**src/rtl/core/integer_to_ascii_formatter_macros.svh**
```systemverilog
// Assertion macros used by the formatter RTL.
`ifndef INTEGER_TO_ASCII_FORMATTER_MACROS_SVH
`define INTEGER_TO_ASCII_FORMATTER_MACROS_SVH

// Same-cycle implication, disabled while reset is held.
`define I2A_ASSERT_NOW(label, clk, rstn, ante, cons) \
    label: assert property (@(posedge clk) disable iff (!(rstn)) (ante) |-> (cons)) \
        else $error("formatter check failed in the same cycle");

// Next-cycle implication, disabled while reset is held.
`define I2A_ASSERT_NEXT(label, clk, rstn, ante, cons) \
    label: assert property (@(posedge clk) disable iff (!(rstn)) (ante) |=> (cons)) \
        else $error("formatter check failed one cycle later");

`endif

```
**src/rtl/core/i2a_pkg.sv**
```systemverilog
package i2a_pkg;

    localparam int MAX_WIDTH_DEF  = 64;
    localparam int VALUE_BITS_DEF = 32;

    localparam int MAG_W   = 32;
    localparam int RADIX_W = 2;
    localparam int FW_W    = 7;
    localparam int CHAR_W  = 7;

    // Radix selector codes.
    localparam logic [RADIX_W-1:0] RADIX_BIN = 2'd0;
    localparam logic [RADIX_W-1:0] RADIX_OCT = 2'd1;
    localparam logic [RADIX_W-1:0] RADIX_DEC = 2'd2;
    localparam logic [RADIX_W-1:0] RADIX_HEX = 2'd3;

    // Operations of the shared digit unit.
    localparam logic [2:0] OP_HOLD   = 3'd0;
    localparam logic [2:0] OP_LOAD   = 3'd1;
    localparam logic [2:0] OP_DABBLE = 3'd2;
    localparam logic [2:0] OP_NORM   = 3'd3;
    localparam logic [2:0] OP_NEXT   = 3'd4;

    // ASCII characters.
    localparam logic [CHAR_W-1:0] CH_ZERO  = 7'h30;
    localparam logic [CHAR_W-1:0] CH_UA    = 7'h41;
    localparam logic [CHAR_W-1:0] CH_LA    = 7'h61;
    localparam logic [CHAR_W-1:0] CH_MINUS = 7'h2D;
    localparam logic [CHAR_W-1:0] CH_SPACE = 7'h20;
    localparam logic [3:0]        DIGIT_MAX = 4'd9;
    localparam logic [CHAR_W-1:0] DIGIT_TEN = 7'd10;

    typedef struct packed {
        logic [2:0]         op;
        logic [RADIX_W-1:0] radix;
    } digit_cmd_t;

    typedef struct packed {
        logic [3:0] top_digit;
        logic       norm_done;
    } digit_stat_t;

    typedef struct packed {
        logic            negative;
        logic [FW_W-1:0] field_width;
        logic            left_adjust;
        logic            zero_pad;
        logic            upper_case;
    } opts_t;

    typedef struct packed {
        logic plan;
        logic run;
    } emit_ctl_t;

    typedef struct packed {
        logic take_digit;
        logic done;
    } emit_stat_t;

    function automatic logic [CHAR_W-1:0] digit_char(input logic [3:0] d, input logic upper);
        logic [CHAR_W-1:0] d_ext;
        d_ext = {3'b000, d};
        if (d <= DIGIT_MAX) begin
            digit_char = CH_ZERO + d_ext;
        end else if (upper) begin
            digit_char = CH_UA + d_ext - DIGIT_TEN;
        end else begin
            digit_char = CH_LA + d_ext - DIGIT_TEN;
        end
    endfunction

endpackage

```
**src/rtl/core/integer_to_ascii_formatter.sv**
```systemverilog
// Flow: an accepted item is loaded into the digit unit; decimal items first run the
// shift-and-add-3 conversion, then every radix drops leading zero digits one per cycle,
// the field layout is planned, and the characters are emitted.
// Throughput: one character per cycle once emission starts, while m_tready is high;
// the next item is accepted after its last character.
// Reset: aresetn is synchronous and active low; it returns the sequencer to idle and drops m_tvalid.
`include "integer_to_ascii_formatter_macros.svh"

module integer_to_ascii_formatter
    import i2a_pkg::*;
#(
    parameter int MAX_WIDTH  = MAX_WIDTH_DEF,
    parameter int VALUE_BITS = VALUE_BITS_DEF
) (
    input  logic        aclk,
    input  logic        aresetn,
    // Input words.
    input  logic        s_tvalid,
    output logic        s_tready,
    // s_tdata, lowest bit up: magnitude [31:0], field_width [38:32], zero fill [39].
    input  logic [39:0] s_tdata,
    // s_tuser, lowest bit up: radix_sel [1:0], negative [2], left_adjust [3], zero_pad [4],
    // upper_case [5].
    input  logic [5:0]  s_tuser,
    // Result words, one character each.
    output logic        m_tvalid,
    input  logic        m_tready,
    // m_tdata, lowest bit up: char_out [6:0], zero fill [7].
    output logic [7:0]  m_tdata,
    // m_tlast carries last_char.
    output logic        m_tlast
);

    // The block runs one item at a time through a small sequencer. A single shift unit
    // holds the digits: for decimal it first runs the shift-and-add-3 conversion, then for
    // every radix it drops leading zero digits one per cycle, and finally it shifts one
    // digit out each time the emitter sends a digit character.

    localparam int NDW = $clog2(VALUE_BITS + 1);
    localparam int CW  = $clog2(VALUE_BITS);

    localparam logic [2:0] ST_IDLE = 3'd0;
    localparam logic [2:0] ST_CONV = 3'd1;
    localparam logic [2:0] ST_NORM = 3'd2;
    localparam logic [2:0] ST_PLAN = 3'd3;
    localparam logic [2:0] ST_EMIT = 3'd4;

    logic [2:0]            state_reg, state_next;
    logic [CW-1:0]         cnt_reg, cnt_next;
    opts_t                 opts_reg;
    logic                  accept;
    logic [RADIX_W-1:0]    radix_in;
    logic [VALUE_BITS-1:0] val_in;
    digit_cmd_t            dcmd;
    digit_stat_t           dstat;
    logic [NDW-1:0]        ndig;
    emit_ctl_t             ectl;
    emit_stat_t            estat;

    assign s_tready = (state_reg == ST_IDLE);
    assign accept   = s_tvalid && s_tready;
    assign radix_in = s_tuser[1:0];
    // Only the low VALUE_BITS bits of the magnitude take part.
    assign val_in   = VALUE_BITS'({{VALUE_BITS{1'b0}}, s_tdata[MAG_W-1:0]});

    // Sequencer.
    always_comb begin
        state_next = state_reg;
        cnt_next   = cnt_reg;
        dcmd.op    = OP_HOLD;
        dcmd.radix = radix_in;
        ectl.plan  = 1'b0;
        ectl.run   = 1'b0;
        case (state_reg)
            ST_IDLE: begin
                if (accept) begin
                    dcmd.op    = OP_LOAD;
                    cnt_next   = '0;
                    state_next = (radix_in == RADIX_DEC) ? ST_CONV : ST_NORM;
                end
            end
            ST_CONV: begin
                // One value bit enters the BCD register per cycle, most significant first.
                dcmd.op  = OP_DABBLE;
                cnt_next = cnt_reg + CW'(1);
                if (cnt_reg == CW'(VALUE_BITS - 1)) begin
                    state_next = ST_NORM;
                end
            end
            ST_NORM: begin
                // Strip leading zero digits, keeping at least one digit.
                if (dstat.norm_done) begin
                    state_next = ST_PLAN;
                end else begin
                    dcmd.op = OP_NORM;
                end
            end
            ST_PLAN: begin
                ectl.plan  = 1'b1;
                state_next = ST_EMIT;
            end
            ST_EMIT: begin
                ectl.run = 1'b1;
                if (estat.take_digit) begin
                    dcmd.op = OP_NEXT;
                end
                if (estat.done) begin
                    state_next = ST_IDLE;
                end
            end
            default: begin
                state_next = ST_IDLE;
            end
        endcase
    end

    always_ff @(posedge aclk) begin
        if (!aresetn) begin
            state_reg <= ST_IDLE;
            cnt_reg   <= '0;
        end else begin
            state_reg <= state_next;
            cnt_reg   <= cnt_next;
        end
    end

    // Field options are held for the whole item.
    always_ff @(posedge aclk) begin
        if (accept) begin
            opts_reg.negative    <= s_tuser[2];
            opts_reg.field_width <= s_tdata[38:32];
            opts_reg.left_adjust <= s_tuser[3];
            opts_reg.zero_pad    <= s_tuser[4];
            opts_reg.upper_case  <= s_tuser[5];
        end
    end

    i2a_digit_unit #(
        .VALUE_BITS (VALUE_BITS)
    ) u_digit (
        .aclk   (aclk),
        .cmd    (dcmd),
        .val_in (val_in),
        .stat   (dstat),
        .ndig   (ndig)
    );

    i2a_emitter #(
        .MAX_WIDTH  (MAX_WIDTH),
        .VALUE_BITS (VALUE_BITS)
    ) u_emit (
        .aclk      (aclk),
        .aresetn   (aresetn),
        .ctl       (ectl),
        .opts      (opts_reg),
        .ndig      (ndig),
        .top_digit (dstat.top_digit),
        .m_tready  (m_tready),
        .m_tvalid  (m_tvalid),
        .m_tdata   (m_tdata),
        .m_tlast   (m_tlast),
        .stat      (estat)
    );

    // An accepted item keeps the block busy in the following cycle.
    `I2A_ASSERT_NEXT(a_busy_after_accept, aclk, aresetn, accept, !s_tready)
    // Digits are consumed only while characters are being emitted.
    `I2A_ASSERT_NOW(a_take_in_emit, aclk, aresetn, estat.take_digit, state_reg == ST_EMIT)
    // Leading zero removal never leaves the item without a digit.
    `I2A_ASSERT_NOW(a_digit_left, aclk, aresetn,
        state_reg == ST_NORM || state_reg == ST_PLAN || state_reg == ST_EMIT, ndig != '0)

endmodule

```
**src/rtl/core/i2a_digit_unit.sv**
```systemverilog
module i2a_digit_unit
    import i2a_pkg::*;
#(
    parameter int VALUE_BITS = VALUE_BITS_DEF
) (
    input  logic                            aclk,
    input  digit_cmd_t                      cmd,
    input  logic [VALUE_BITS-1:0]           val_in,
    output digit_stat_t                     stat,
    output logic [$clog2(VALUE_BITS+1)-1:0] ndig
);

    localparam int NDW        = $clog2(VALUE_BITS + 1);
    localparam int DEC_DIGITS = VALUE_BITS * 30103 / 100000 + 1;
    localparam int OCT_DIGITS = (VALUE_BITS + 2) / 3;
    localparam int HEX_DIGITS = (VALUE_BITS + 3) / 4;
    localparam int WR         = 4 * DEC_DIGITS;
    localparam int BIN_SHIFT  = WR - VALUE_BITS;
    localparam int OCT_SHIFT  = WR - 3 * OCT_DIGITS;
    localparam int HEX_SHIFT  = WR - 4 * HEX_DIGITS;
    localparam logic [3:0] BCD_LIMIT = 4'd5;
    localparam logic [3:0] BCD_ADJ   = 4'd3;

    // Digits sit top-aligned in work_reg; the most significant one is read at the top.
    logic [WR-1:0]         work_reg, work_next;
    logic [VALUE_BITS-1:0] val_reg, val_next;
    logic [RADIX_W-1:0]    radix_reg, radix_next;
    logic [NDW-1:0]        ndig_reg, ndig_next;
    logic [WR-1:0]         bcd_adj;
    logic [WR-1:0]         work_step;
    logic [3:0]            top_digit;

    always_comb begin
        logic [3:0] nib;
        nib = '0;
        for (int i = 0; i < DEC_DIGITS; i++) begin
            nib = work_reg[4*i +: 4];
            bcd_adj[4*i +: 4] = (nib >= BCD_LIMIT) ? nib + BCD_ADJ : nib;
        end
    end

    always_comb begin
        case (radix_reg)
            RADIX_BIN: begin
                work_step = work_reg << 1;
                top_digit = {3'b000, work_reg[WR-1]};
            end
            RADIX_OCT: begin
                work_step = work_reg << 3;
                top_digit = {1'b0, work_reg[WR-1 -: 3]};
            end
            default: begin
                work_step = work_reg << 4;
                top_digit = work_reg[WR-1 -: 4];
            end
        endcase
    end

    always_comb begin
        work_next  = work_reg;
        val_next   = val_reg;
        radix_next = radix_reg;
        ndig_next  = ndig_reg;
        case (cmd.op)
            OP_LOAD: begin
                radix_next = cmd.radix;
                val_next   = val_in;
                case (cmd.radix)
                    RADIX_BIN: begin
                        work_next = WR'(val_in) << BIN_SHIFT;
                        ndig_next = NDW'(VALUE_BITS);
                    end
                    RADIX_OCT: begin
                        work_next = WR'(val_in) << OCT_SHIFT;
                        ndig_next = NDW'(OCT_DIGITS);
                    end
                    RADIX_HEX: begin
                        work_next = WR'(val_in) << HEX_SHIFT;
                        ndig_next = NDW'(HEX_DIGITS);
                    end
                    default: begin
                        work_next = '0;
                        ndig_next = NDW'(DEC_DIGITS);
                    end
                endcase
            end
            OP_DABBLE: begin
                work_next = {bcd_adj[WR-2:0], val_reg[VALUE_BITS-1]};
                val_next  = val_reg << 1;
            end
            OP_NORM: begin
                work_next = work_step;
                ndig_next = ndig_reg - NDW'(1);
            end
            OP_NEXT: begin
                work_next = work_step;
            end
            default: begin
            end
        endcase
    end

    always_ff @(posedge aclk) begin
        work_reg  <= work_next;
        val_reg   <= val_next;
        radix_reg <= radix_next;
        ndig_reg  <= ndig_next;
    end

    assign stat.top_digit = top_digit;
    assign stat.norm_done = (top_digit != 4'd0) || (ndig_reg == NDW'(1));
    assign ndig           = ndig_reg;

endmodule

```
**src/rtl/core/i2a_emitter.sv**
```systemverilog
module i2a_emitter
    import i2a_pkg::*;
#(
    parameter int MAX_WIDTH  = MAX_WIDTH_DEF,
    parameter int VALUE_BITS = VALUE_BITS_DEF
) (
    input  logic                            aclk,
    input  logic                            aresetn,
    input  emit_ctl_t                       ctl,
    input  opts_t                           opts,
    input  logic [$clog2(VALUE_BITS+1)-1:0] ndig,
    input  logic [3:0]                      top_digit,
    input  logic                            m_tready,
    output logic                            m_tvalid,
    output logic [7:0]                      m_tdata,
    output logic                            m_tlast,
    output emit_stat_t                      stat
);

    localparam int CNTW_A = $clog2(MAX_WIDTH + VALUE_BITS + 2);
    localparam int CNTW   = (CNTW_A > FW_W) ? CNTW_A : FW_W;

    logic [CNTW-1:0]   actual, wclamp, len, total;
    logic [CNTW-1:0]   actual_reg, pad_reg, last_pos_reg, pos_reg;
    logic              m_tvalid_reg, last_reg;
    logic [CHAR_W-1:0] char_reg, ch;
    logic              is_digit, fire, at_last;
    logic [CNTW-1:0]   neg_ext;

    // Field layout, worked out once per item.
    always_comb begin
        actual = CNTW'(ndig) + CNTW'(opts.negative);
        wclamp = (CNTW'(opts.field_width) > CNTW'(MAX_WIDTH)) ? CNTW'(MAX_WIDTH)
                                                               : CNTW'(opts.field_width);
        len    = (wclamp > actual) ? wclamp : actual;
        total  = (len > CNTW'(MAX_WIDTH)) ? CNTW'(MAX_WIDTH) : len;
    end

    assign neg_ext = CNTW'(opts.negative);

    always_comb begin
        is_digit = 1'b0;
        ch       = CH_SPACE;
        if (opts.left_adjust) begin
            if (opts.negative && pos_reg == '0) begin
                ch = CH_MINUS;
            end else if (pos_reg < actual_reg) begin
                is_digit = 1'b1;
            end
        end else if (opts.zero_pad) begin
            if (opts.negative && pos_reg == '0) begin
                ch = CH_MINUS;
            end else if (pos_reg < pad_reg + neg_ext) begin
                ch = CH_ZERO;
            end else begin
                is_digit = 1'b1;
            end
        end else begin
            if (pos_reg < pad_reg) begin
                ch = CH_SPACE;
            end else if (opts.negative && pos_reg == pad_reg) begin
                ch = CH_MINUS;
            end else begin
                is_digit = 1'b1;
            end
        end
        if (is_digit) begin
            ch = digit_char(top_digit, opts.upper_case);
        end
    end

    assign fire    = ctl.run && (!m_tvalid_reg || m_tready);
    assign at_last = (pos_reg == last_pos_reg);

    always_ff @(posedge aclk) begin
        if (!aresetn) begin
            m_tvalid_reg <= 1'b0;
            pos_reg      <= '0;
        end else begin
            if (fire) begin
                m_tvalid_reg <= 1'b1;
            end else if (m_tready) begin
                m_tvalid_reg <= 1'b0;
            end
            if (ctl.plan) begin
                pos_reg <= '0;
            end else if (fire) begin
                pos_reg <= pos_reg + CNTW'(1);
            end
        end
    end

    always_ff @(posedge aclk) begin
        if (ctl.plan) begin
            actual_reg   <= actual;
            pad_reg      <= len - actual;
            last_pos_reg <= total - CNTW'(1);
        end
        if (fire) begin
            char_reg <= ch;
            last_reg <= at_last;
        end
    end

    assign m_tvalid        = m_tvalid_reg;
    assign m_tdata         = {1'b0, char_reg};
    assign m_tlast         = last_reg;
    assign stat.take_digit = fire && is_digit;
    assign stat.done       = fire && at_last;

endmodule
```
**config.mk**
```make
export PLATFORM = sky130hd
export DESIGN_NAME = integer_to_ascii_formatter
export DESIGN_NICKNAME = d
export VERILOG_FILES = /design/src/rtl/core/i2a_pkg.sv /design/src/rtl/core/integer_to_ascii_formatter.sv /design/src/rtl/core/i2a_digit_unit.sv /design/src/rtl/core/i2a_emitter.sv
export VERILOG_INCLUDE_DIRS = /design/src /design/src/rtl/core
export SDC_FILE = /design/constraint.sdc
export NUM_CORES = 1
export LEC_CHECK = 0
export BUFFER_PORTS_ARGS = -buffer_cell sky130_fd_sc_hd__buf_2
export CAP_MARGIN = 15
export CORE_MARGIN = 2
export CORE_UTILIZATION = 35
export CTS_CLUSTER_DIAMETER = 60
export DETAILED_ROUTE_END_ITERATION = 6
export SETUP_SLACK_MARGIN = 0.3
export SLEW_MARGIN = 20
export SYNTH_ARGS = -nofsm -noshare
export SYNTH_HDL_FRONTEND = slang
export SYNTH_SLANG_ARGS = --single-unit
```
**constraint.sdc**
```tcl
create_clock -name aclk -period 5.8 [get_ports aclk]
set_clock_uncertainty 0.2 [all_clocks]
set_input_delay 1.16 -clock aclk [delete_from_list [all_inputs] [get_ports aclk]]
set_output_delay 1.16 -clock aclk [all_outputs]
set_load 0.005 [all_outputs]
```
==> flow_metrics.py, run 1 <==
metrics = {
    "sta": {
        "setup_viol": 0,
        "hold_viol": 0,
        "rsz0062_at_grt": "no",
        "drv_slew": 0,
        "setup_tns_ns": 0,
        "fin_ws_ns": 0.943,
        "slew-limit-headroom": 0.286,
        "max_freq_mhz": 206,
        "max_slew.worst_pin.slew_ns": 1.07,
        "post-route-min-period_ns": 4.86,
        "fin_crit_sh": 0.837,
    },
    "routing": {
        "wirelength_um": 24200,
        "viasPerCell": 5.51,
        "ant_nets": 0,
        "vias": 7858,
        "firstDrtPassIters": 4,
        "wl_per_cell_um": 17.0,
        "drc": 0,
        "first_iter_violations": 586,
    },
    "clock_network": {
        "clock_path_buffers": 2,
        "cts_resized": 0,
        "ctsHoldBuffers": 0,
        "numCtsBuffers": 17,
        "tritoncts": "done",
        "cts_root_buf": "clkbuf_16",
        "cts_sinks": 136,
        "insertion_delay_ns": 0.43,
        "clkSlewWorstSetupHoldPaths_ns": 0.06,
        "post_cts_buffers": 0,
        "htree_levels": 4,
    },
    "power_and_ir_drop": {
        "power_leakage_nw": 4.36,
        "p_total_mw": 5.77,
        "p_per_area_nw_per_um2": 535,
        "vdd_drop_max_v": 0.000264,
    },
    "yosys": {
        "synthSimpleGateAreaFrac": 0.173,
        "synth-edff-count": 120,
        "syn_nets": 1166,
        "synth_xor_area_frac": 0.0381,
        "synth_flop_cell": "edfxtp_1",
        "synth.area.mux_share": 0.0367,
        "syn_area_per_cell_sq_um": 9.23,
        "synthAdderAreaFrac": 0.0915,
        "yosysWarnings": 0,
        "postSynthCellCount": 1046,
        "async_reset_ff_frac": 0,
        "ys_seq_area_frac": 0.406,
        "yosys.cell_types.count": 66,
        "synth-seq-cells": 136,
        "synth_compound_gate_area_share": 0.202,
        "syn_area_sq_um": 9650,
        "synth_top_family_by_area": "compound AO/OA/AOI/OAI gates",
    },
    "layout": {
        "area_delta_synth_final_pct": 11.7,
        "num-nets-final": 1194,
        "multi_input_area_sq_um": 5250,
        "final_cell_mix": "nand2_1, edfxtp_1, nor2_1",
        "drive_gt1_frac": 0.109,
        "fill_cells": 2687,
        "largest_reg_flops": 40,
        "diodes": 0,
        "final_cells": 1427,
        "seq_area_sq_um": 3920,
        "final_common_cell": "nand2_1",
    },
    "global_route": {
        "top_usage_layer": "met2",
        "grt_first_pass_wirelength_um": 39600,
        "grt_pass1_vias": 7406,
        "met2_usage": 0.268,
        "grt_max_degree": 78,
        "use_met1": 0.242,
        "antenna_found_initial": 0,
        "grt_use_met3": 0.0263,
        "overflow": 0,
        "grt_use_total": 0.171,
    },
    "critical_path": {
        "critPathTopFamily": "adder cells",
        "reg2regPathDepth": 15,
        "critPathCaptureType": "flop",
        "path_max_fanout": 16,
        "regToRegEndpoint": "u_emit.last_pos_reg[4]$_DFFE_PP_",
        "crit_top_cell": "ha_1",
        "crit_buf_inv": 2,
        "worstPathArrival_ns": 4.83,
        "r2r_slack_ns": 0.94,
        "cp.required_ns": 5.77,
        "startpoint_type": "flop",
        "path_cells": "ha_1 -> ha_1 -> xor2_1 -> inv_1 -> ha_1 -> nand3_1 -> nor2_1 -> a21o_1 -> mux2_2 -> nand2_1 -> ha_1 -> inv_1 -> o311a_1 -> o211ai_1 -> o31ai_1",
        "worst-setup-path-type": "flop to flop",
        "r2r_start": "opts_reg[10]$_DFFE_PP_",
        "slowest_stage": "edfxtp_1",
        "critPathMaxStageDelay_ns": 0.49,
    },
    "placement": {
        "place_congestion": 0.819,
        "place_inst": 1396,
        "dp_slack_ns": 0.980,
        "hpwl_um": 16800,
        "numPortBuffers": 58,
    },
    "floorplanning": {
        "start_util": 0.357,
        "die_w_um": 170,
        "rows": 60,
        "boundaryPins": 61,
        "core_area_sq_um": 27000,
        "fp.dieArea_sq_um": 28900,
        "die_h_um": 170,
    },
    "status": {
        "outcome": "finished clean",
    },
    "hold_path": {
        "hold_class": "flop to flop",
        "min_path_cells": 1,
        "min_from": "cnt_reg[3]$_SDFFE_PN0P_",
        "min_to": "cnt_reg[3]$_SDFFE_PN0P_",
    },
    "run": {
        "cap_violations": 0,
    },
}
## worst max-delay path by stage
| stage | start | endpoint | slack, ns | cells after the start |
|---|---|---|---|---|
| finish | opts_reg[10]$_DFFE_PP_ | u_emit.last_pos_reg[4]$_DFFE_PP_ | 0.94 | 15 |
| global route | opts_reg[10]$_DFFE_PP_ | u_emit.pad_reg[6]$_DFFE_PP_ | 0.59 | 18 |
| CTS | opts_reg[10]$_DFFE_PP_ | u_emit.last_pos_reg[4]$_DFFE_PP_ | 0.98 | 15 |
| detailed placement | opts_reg[10]$_DFFE_PP_ | u_emit.last_pos_reg[4]$_DFFE_PP_ | 0.98 | 15 |
| global placement | opts_reg[10]$_DFFE_PP_ | u_emit.last_pos_reg[4]$_DFFE_PP_ | 1.05 | 15 |
| floorplan | opts_reg[10]$_DFFE_PP_ | u_emit.pad_reg[6]$_DFFE_PP_ | 1.50 | 19 |
## per-layer routing
| metal | vias to the layer above | share of wire | wire (um) |
|---|---|---|---|
| li1 | 3890 | - | - |
| met4 | 0 | 0.019 | 450 |
| met3 | 33 | 0.033 | 796 |
| met1 | 3770 | 0.50 | 12200 |
| met5 | - | 0 | 0 |
| met2 | 165 | 0.45 | 10800 |
## cell type report
class,instances,area share
multi-input cells,789,0.487
flip-flops and latches,136,0.364
well taps,341,0.0396
clock buffers,17,0.0395
repair buffers,71,0.0360
inverters,59,0.0205
clock inverters,14,0.0140
## cell families (layout without fill, tap and decap cells)
group,count (synthesis),in the layout
and+or+nand+nor,358,358
AOI/OAI and AO/OA,283,283
DFF,136,136
buffers and inverters,121,161
adders and majority gates,70,70
xor gates and xnor gates,42,42
muxes,35,35
other,1,1
## cells in the mapped netlist, drive strengths merged (23+ instances only)
cell type | number | area share
o2111ai | 23 | 0.021
nor2 | 93 | 0.036
ha | 69 | 0.089
clkbuf | 38 | 0.015
edfxtp | 120 | 0.37
a21oi | 83 | 0.043
nand2 | 147 | 0.057
o21ai | 37 | 0.020
mux2i | 32 | 0.033
a22o | 23 | 0.021
buf | 24 | 0.014
xnor2 | 28 | 0.025
inv | 59 | 0.023
## worst register-to-register path, stage by stage, from the launching register on
cell      delay [ns]
edfxtp_1        0.49
ha_1            0.28
ha_1            0.23
xor2_1          0.45
inv_1           0.16
ha_1            0.34
nand3_1         0.07
nor2_1          0.37
a21o_1          0.43
mux2_2          0.43
nand2_1         0.07
ha_1            0.28
inv_1           0.11
o311a_1         0.41
o211ai_1        0.18
o31ai_1         0.10
## through the flow
step / hold WS (ns) / util / instance area [sq um]
2_1_floorplan: 0.224 / - / 9650
3_3_place_gp: 0.239 / 0.378 / 10200
3_5_place_dp: 0.251 / 0.378 / 10200
4_1_cts: 0.260 / 0.399 / 10800
5_1_grt: 0.277 / 0.399 / 10800
6_report: 0.257 / 0.399 / 10800
## where the power goes
group / switching (mW) / total [mW] / leakage, nW / internal (mW)
Sequential: 0.404 / 2.07 / 1.27 / 1.67
Combinational: 1.60 / 2.62 / 2.81 / 1.02
Clock: 0.445 / 1.08 / 0.279 / 0.633
Note: power is estimated with default switching activity, not from simulation.
==> run 2: changes to the inputs <==
Settings changed: ABC_AREA set to 1.
Clock period 5.8 ns to 4.45 ns, I/O delays scaled along.
==> flow_metrics.py, run 2 <==
metrics = {
    "status": {
        "outcome": "finished clean",
    },
    "layout": {
        "seq_area_sq_um": 3920,
        "final_cell_mix": "nand2_1, inv_1, edfxtp_1",
        "final_cells": 1539,
        "multi_input_area_sq_um": 4540,
        "diodes": 0,
        "fill_cells": 2626,
        "final_common_cell": "nand2_1",
        "largest_reg_flops": 40,
        "drive_gt1_frac": 0.124,
        "num-nets-final": 1312,
        "area_delta_synth_final_pct": 14.3,
    },
    "yosys": {
        "synth_largest_area_cell": "edfxtp_1",
        "ys_seq_area_frac": 0.423,
        "yosys.cell_types.count": 48,
        "syn_nets": 1256,
        "synth-seq-cells": 136,
        "syn_area_sq_um": 9290,
        "synth_top_cell_area_share": 0.388,
        "synth-edff-count": 120,
        "async_reset_ff_frac": 0,
        "synthTopCellsByCount": "nand2_1, inv_1, edfxtp_1",
        "synth_flop_cell": "edfxtp_1",
        "syn_area_per_cell_sq_um": 8.17,
        "yosysWarnings": 0,
        "postSynthCellCount": 1136,
        "netlist_top_cells_area": "edfxtp_1, ha_1, nand2_1",
        "yosysMostFrequentCell": "nand2_1",
    },
    "sta": {
        "max_freq_mhz": 256,
        "rsz0062_at_grt": "no",
        "setup_viol": 0,
        "whs_ns": 0.264,
        "fin_crit_sh": 0.876,
        "setup_tns_ns": 0,
        "drv_slew": 0,
        "hold_viol": 0,
        "post-route-min-period_ns": 3.90,
        "max_slew.worst_pin.slew_ns": 0.987,
        "slew-limit-headroom": 0.342,
    },
    "placement": {
        "place_inst": 1503,
        "place_congestion": 0.856,
        "numPortBuffers": 58,
        "hpwl_um": 16100,
    },
    "critical_path": {
        "worstPathArrival_ns": 3.86,
        "critPathMaxStageDelay_ns": 0.47,
        "startpoint_type": "flop",
        "path_max_fanout": 5,
        "critPathTopFamily": "adder cells",
        "critPathCaptureType": "flop",
        "cp.required_ns": 4.41,
        "path_cells": "ha_2 -> ha_1 -> xor2_1 -> inv_1 -> ha_1 -> a21oi_1 -> nand2_1 -> nand2_1 -> nand2_2 -> nand2_2 -> nand2_1 -> nand2_1 -> inv_1 -> ha_1 -> fa_1 -> o21ai_2 -> nand2_1 -> nand2_1 -> a21oi_1 -> xor2_1",
        "crit_buf_inv": 2,
        "slowest_stage": "fa_1",
        "worst-setup-path-type": "flop to flop",
        "crit_top_cell": "nand2_1",
    },
    "clock_network": {
        "cts_sinks": 136,
        "numCtsBuffers": 17,
        "clock_path_buffers": 2,
        "cts_root_buf": "clkbuf_16",
        "clkSlewWorstSetupHoldPaths_ns": 0.06,
        "ctsHoldBuffers": 0,
        "insertion_delay_ns": 0.42,
        "htree_levels": 4,
        "tritoncts": "done",
    },
    "floorplanning": {
        "die_h_um": 167,
        "core_area_sq_um": 26100,
        "boundaryPins": 61,
        "start_util": 0.356,
        "fp.dieArea_sq_um": 27800,
        "die_w_um": 167,
        "rows": 59,
    },
    "hold_path": {
        "hold_class": "flop to flop",
    },
    "power_and_ir_drop": {
        "power_leakage_nw": 4.62,
        "p_total_mw": 7.15,
        "p_per_area_nw_per_um2": 674,
        "vdd_drop_max_v": 0.000346,
    },
    "global_route": {
        "grt_first_pass_wirelength_um": 37700,
        "antenna_found_initial": 0,
        "overflow": 0,
        "grt_pass1_vias": 7447,
        "grt_use_total": 0.165,
        "grt_max_degree": 104,
    },
    "routing": {
        "ant_nets": 0,
        "wirelength_um": 23000,
        "vias": 7966,
        "viasPerCell": 5.18,
        "first_iter_violations": 605,
        "firstDrtPassIters": 5,
        "drc": 0,
        "wl_per_cell_um": 14.9,
    },
    "run": {
        "cap_violations": 0,
    },
}
[run 2: worst paths after layout]
path | from | endpoint | slack, ns | cells past startpoint
max | u_digit.ndig[0]$_DFFE_PP_ | u_emit.pad_reg[6]$_DFFE_PP_ | 0.55 | 20
max reg2reg | u_digit.ndig[0]$_DFFE_PP_ | u_emit.pad_reg[6]$_DFFE_PP_ | 0.55 | 20
min | cnt_reg[3]$_SDFFE_PN0P_ | cnt_reg[3]$_SDFFE_PN0P_ | 0.26 | 2
min reg2reg | cnt_reg[3]$_SDFFE_PN0P_ | cnt_reg[3]$_SDFFE_PN0P_ | 0.26 | 2
[run 2: timing repair]
item,CTS,global route
setup buffers,0,5
endpoints found under the setup margin,0,43
resized for setup,0,9
[run 2: power by group]
group / leakage (nW) / internal [mW] / switching [mW]
clock network: 0.301 / 0.942 / 0.565
logic: 3.04 / 1.09 / 2.07
registers: 1.28 / 2.13 / 0.353
[run 2: kinds of logic (layout without fill, tap and decap cells)]
logic type	Yosys count	after routing	share of synthesized area
AOI/OAI and AO/OA	272	272	0.170
xor gates and xnor gates	25	25	0.0236
adders and majority gates	70	70	0.0951
buffers and inverters	216	284	0.0920
DFF	136	136	0.423
other	1	1	0.000404
and+or+nand+nor	416	416	0.196
[run 2: worst reg2reg max path, delay by kind of cell (launching register included)]
family / cells / cell delay (ns)
flops: 1 / 0.45
simple gates: 8 / 0.55
buf+inv: 2 / 0.18
compound gates: 3 / 0.37
fa+ha+maj: 5 / 1.48
xor+xnor: 2 / 0.42
[run 2: routing by layer]
metal / wire length (um) / vias up / global-route usage
met4: 459 / 0 / 0.0521
met2: 10300 / 194 / 0.262
met1: 11100 / 3702 / 0.231
li1: - / 4040 / -
met3: 1080 / 30 / 0.0276
met5: 0 / - / 0
[run 2: cell type report]
cell class / count / area share
multi-input combinational: 784 / 0.428
sequential: 136 / 0.370
inverter: 174 / 0.0615
timing repair buffer: 79 / 0.0426
clock buffer: 18 / 0.0404
tap: 335 / 0.0395
clock inverter: 13 / 0.0183
[run 2: stage by stage]
step | setup WS (ns) | cell area (sq um) | util
finish | 0.551 | 10600 | 0.407
global route | 0.285 | 10600 | 0.407
CTS | 0.314 | 10500 | 0.405
detailed placement | 0.317 | 9930 | 0.381
global placement | 0.375 | 9930 | 0.381
floorplan | 0.406 | 9290 | -
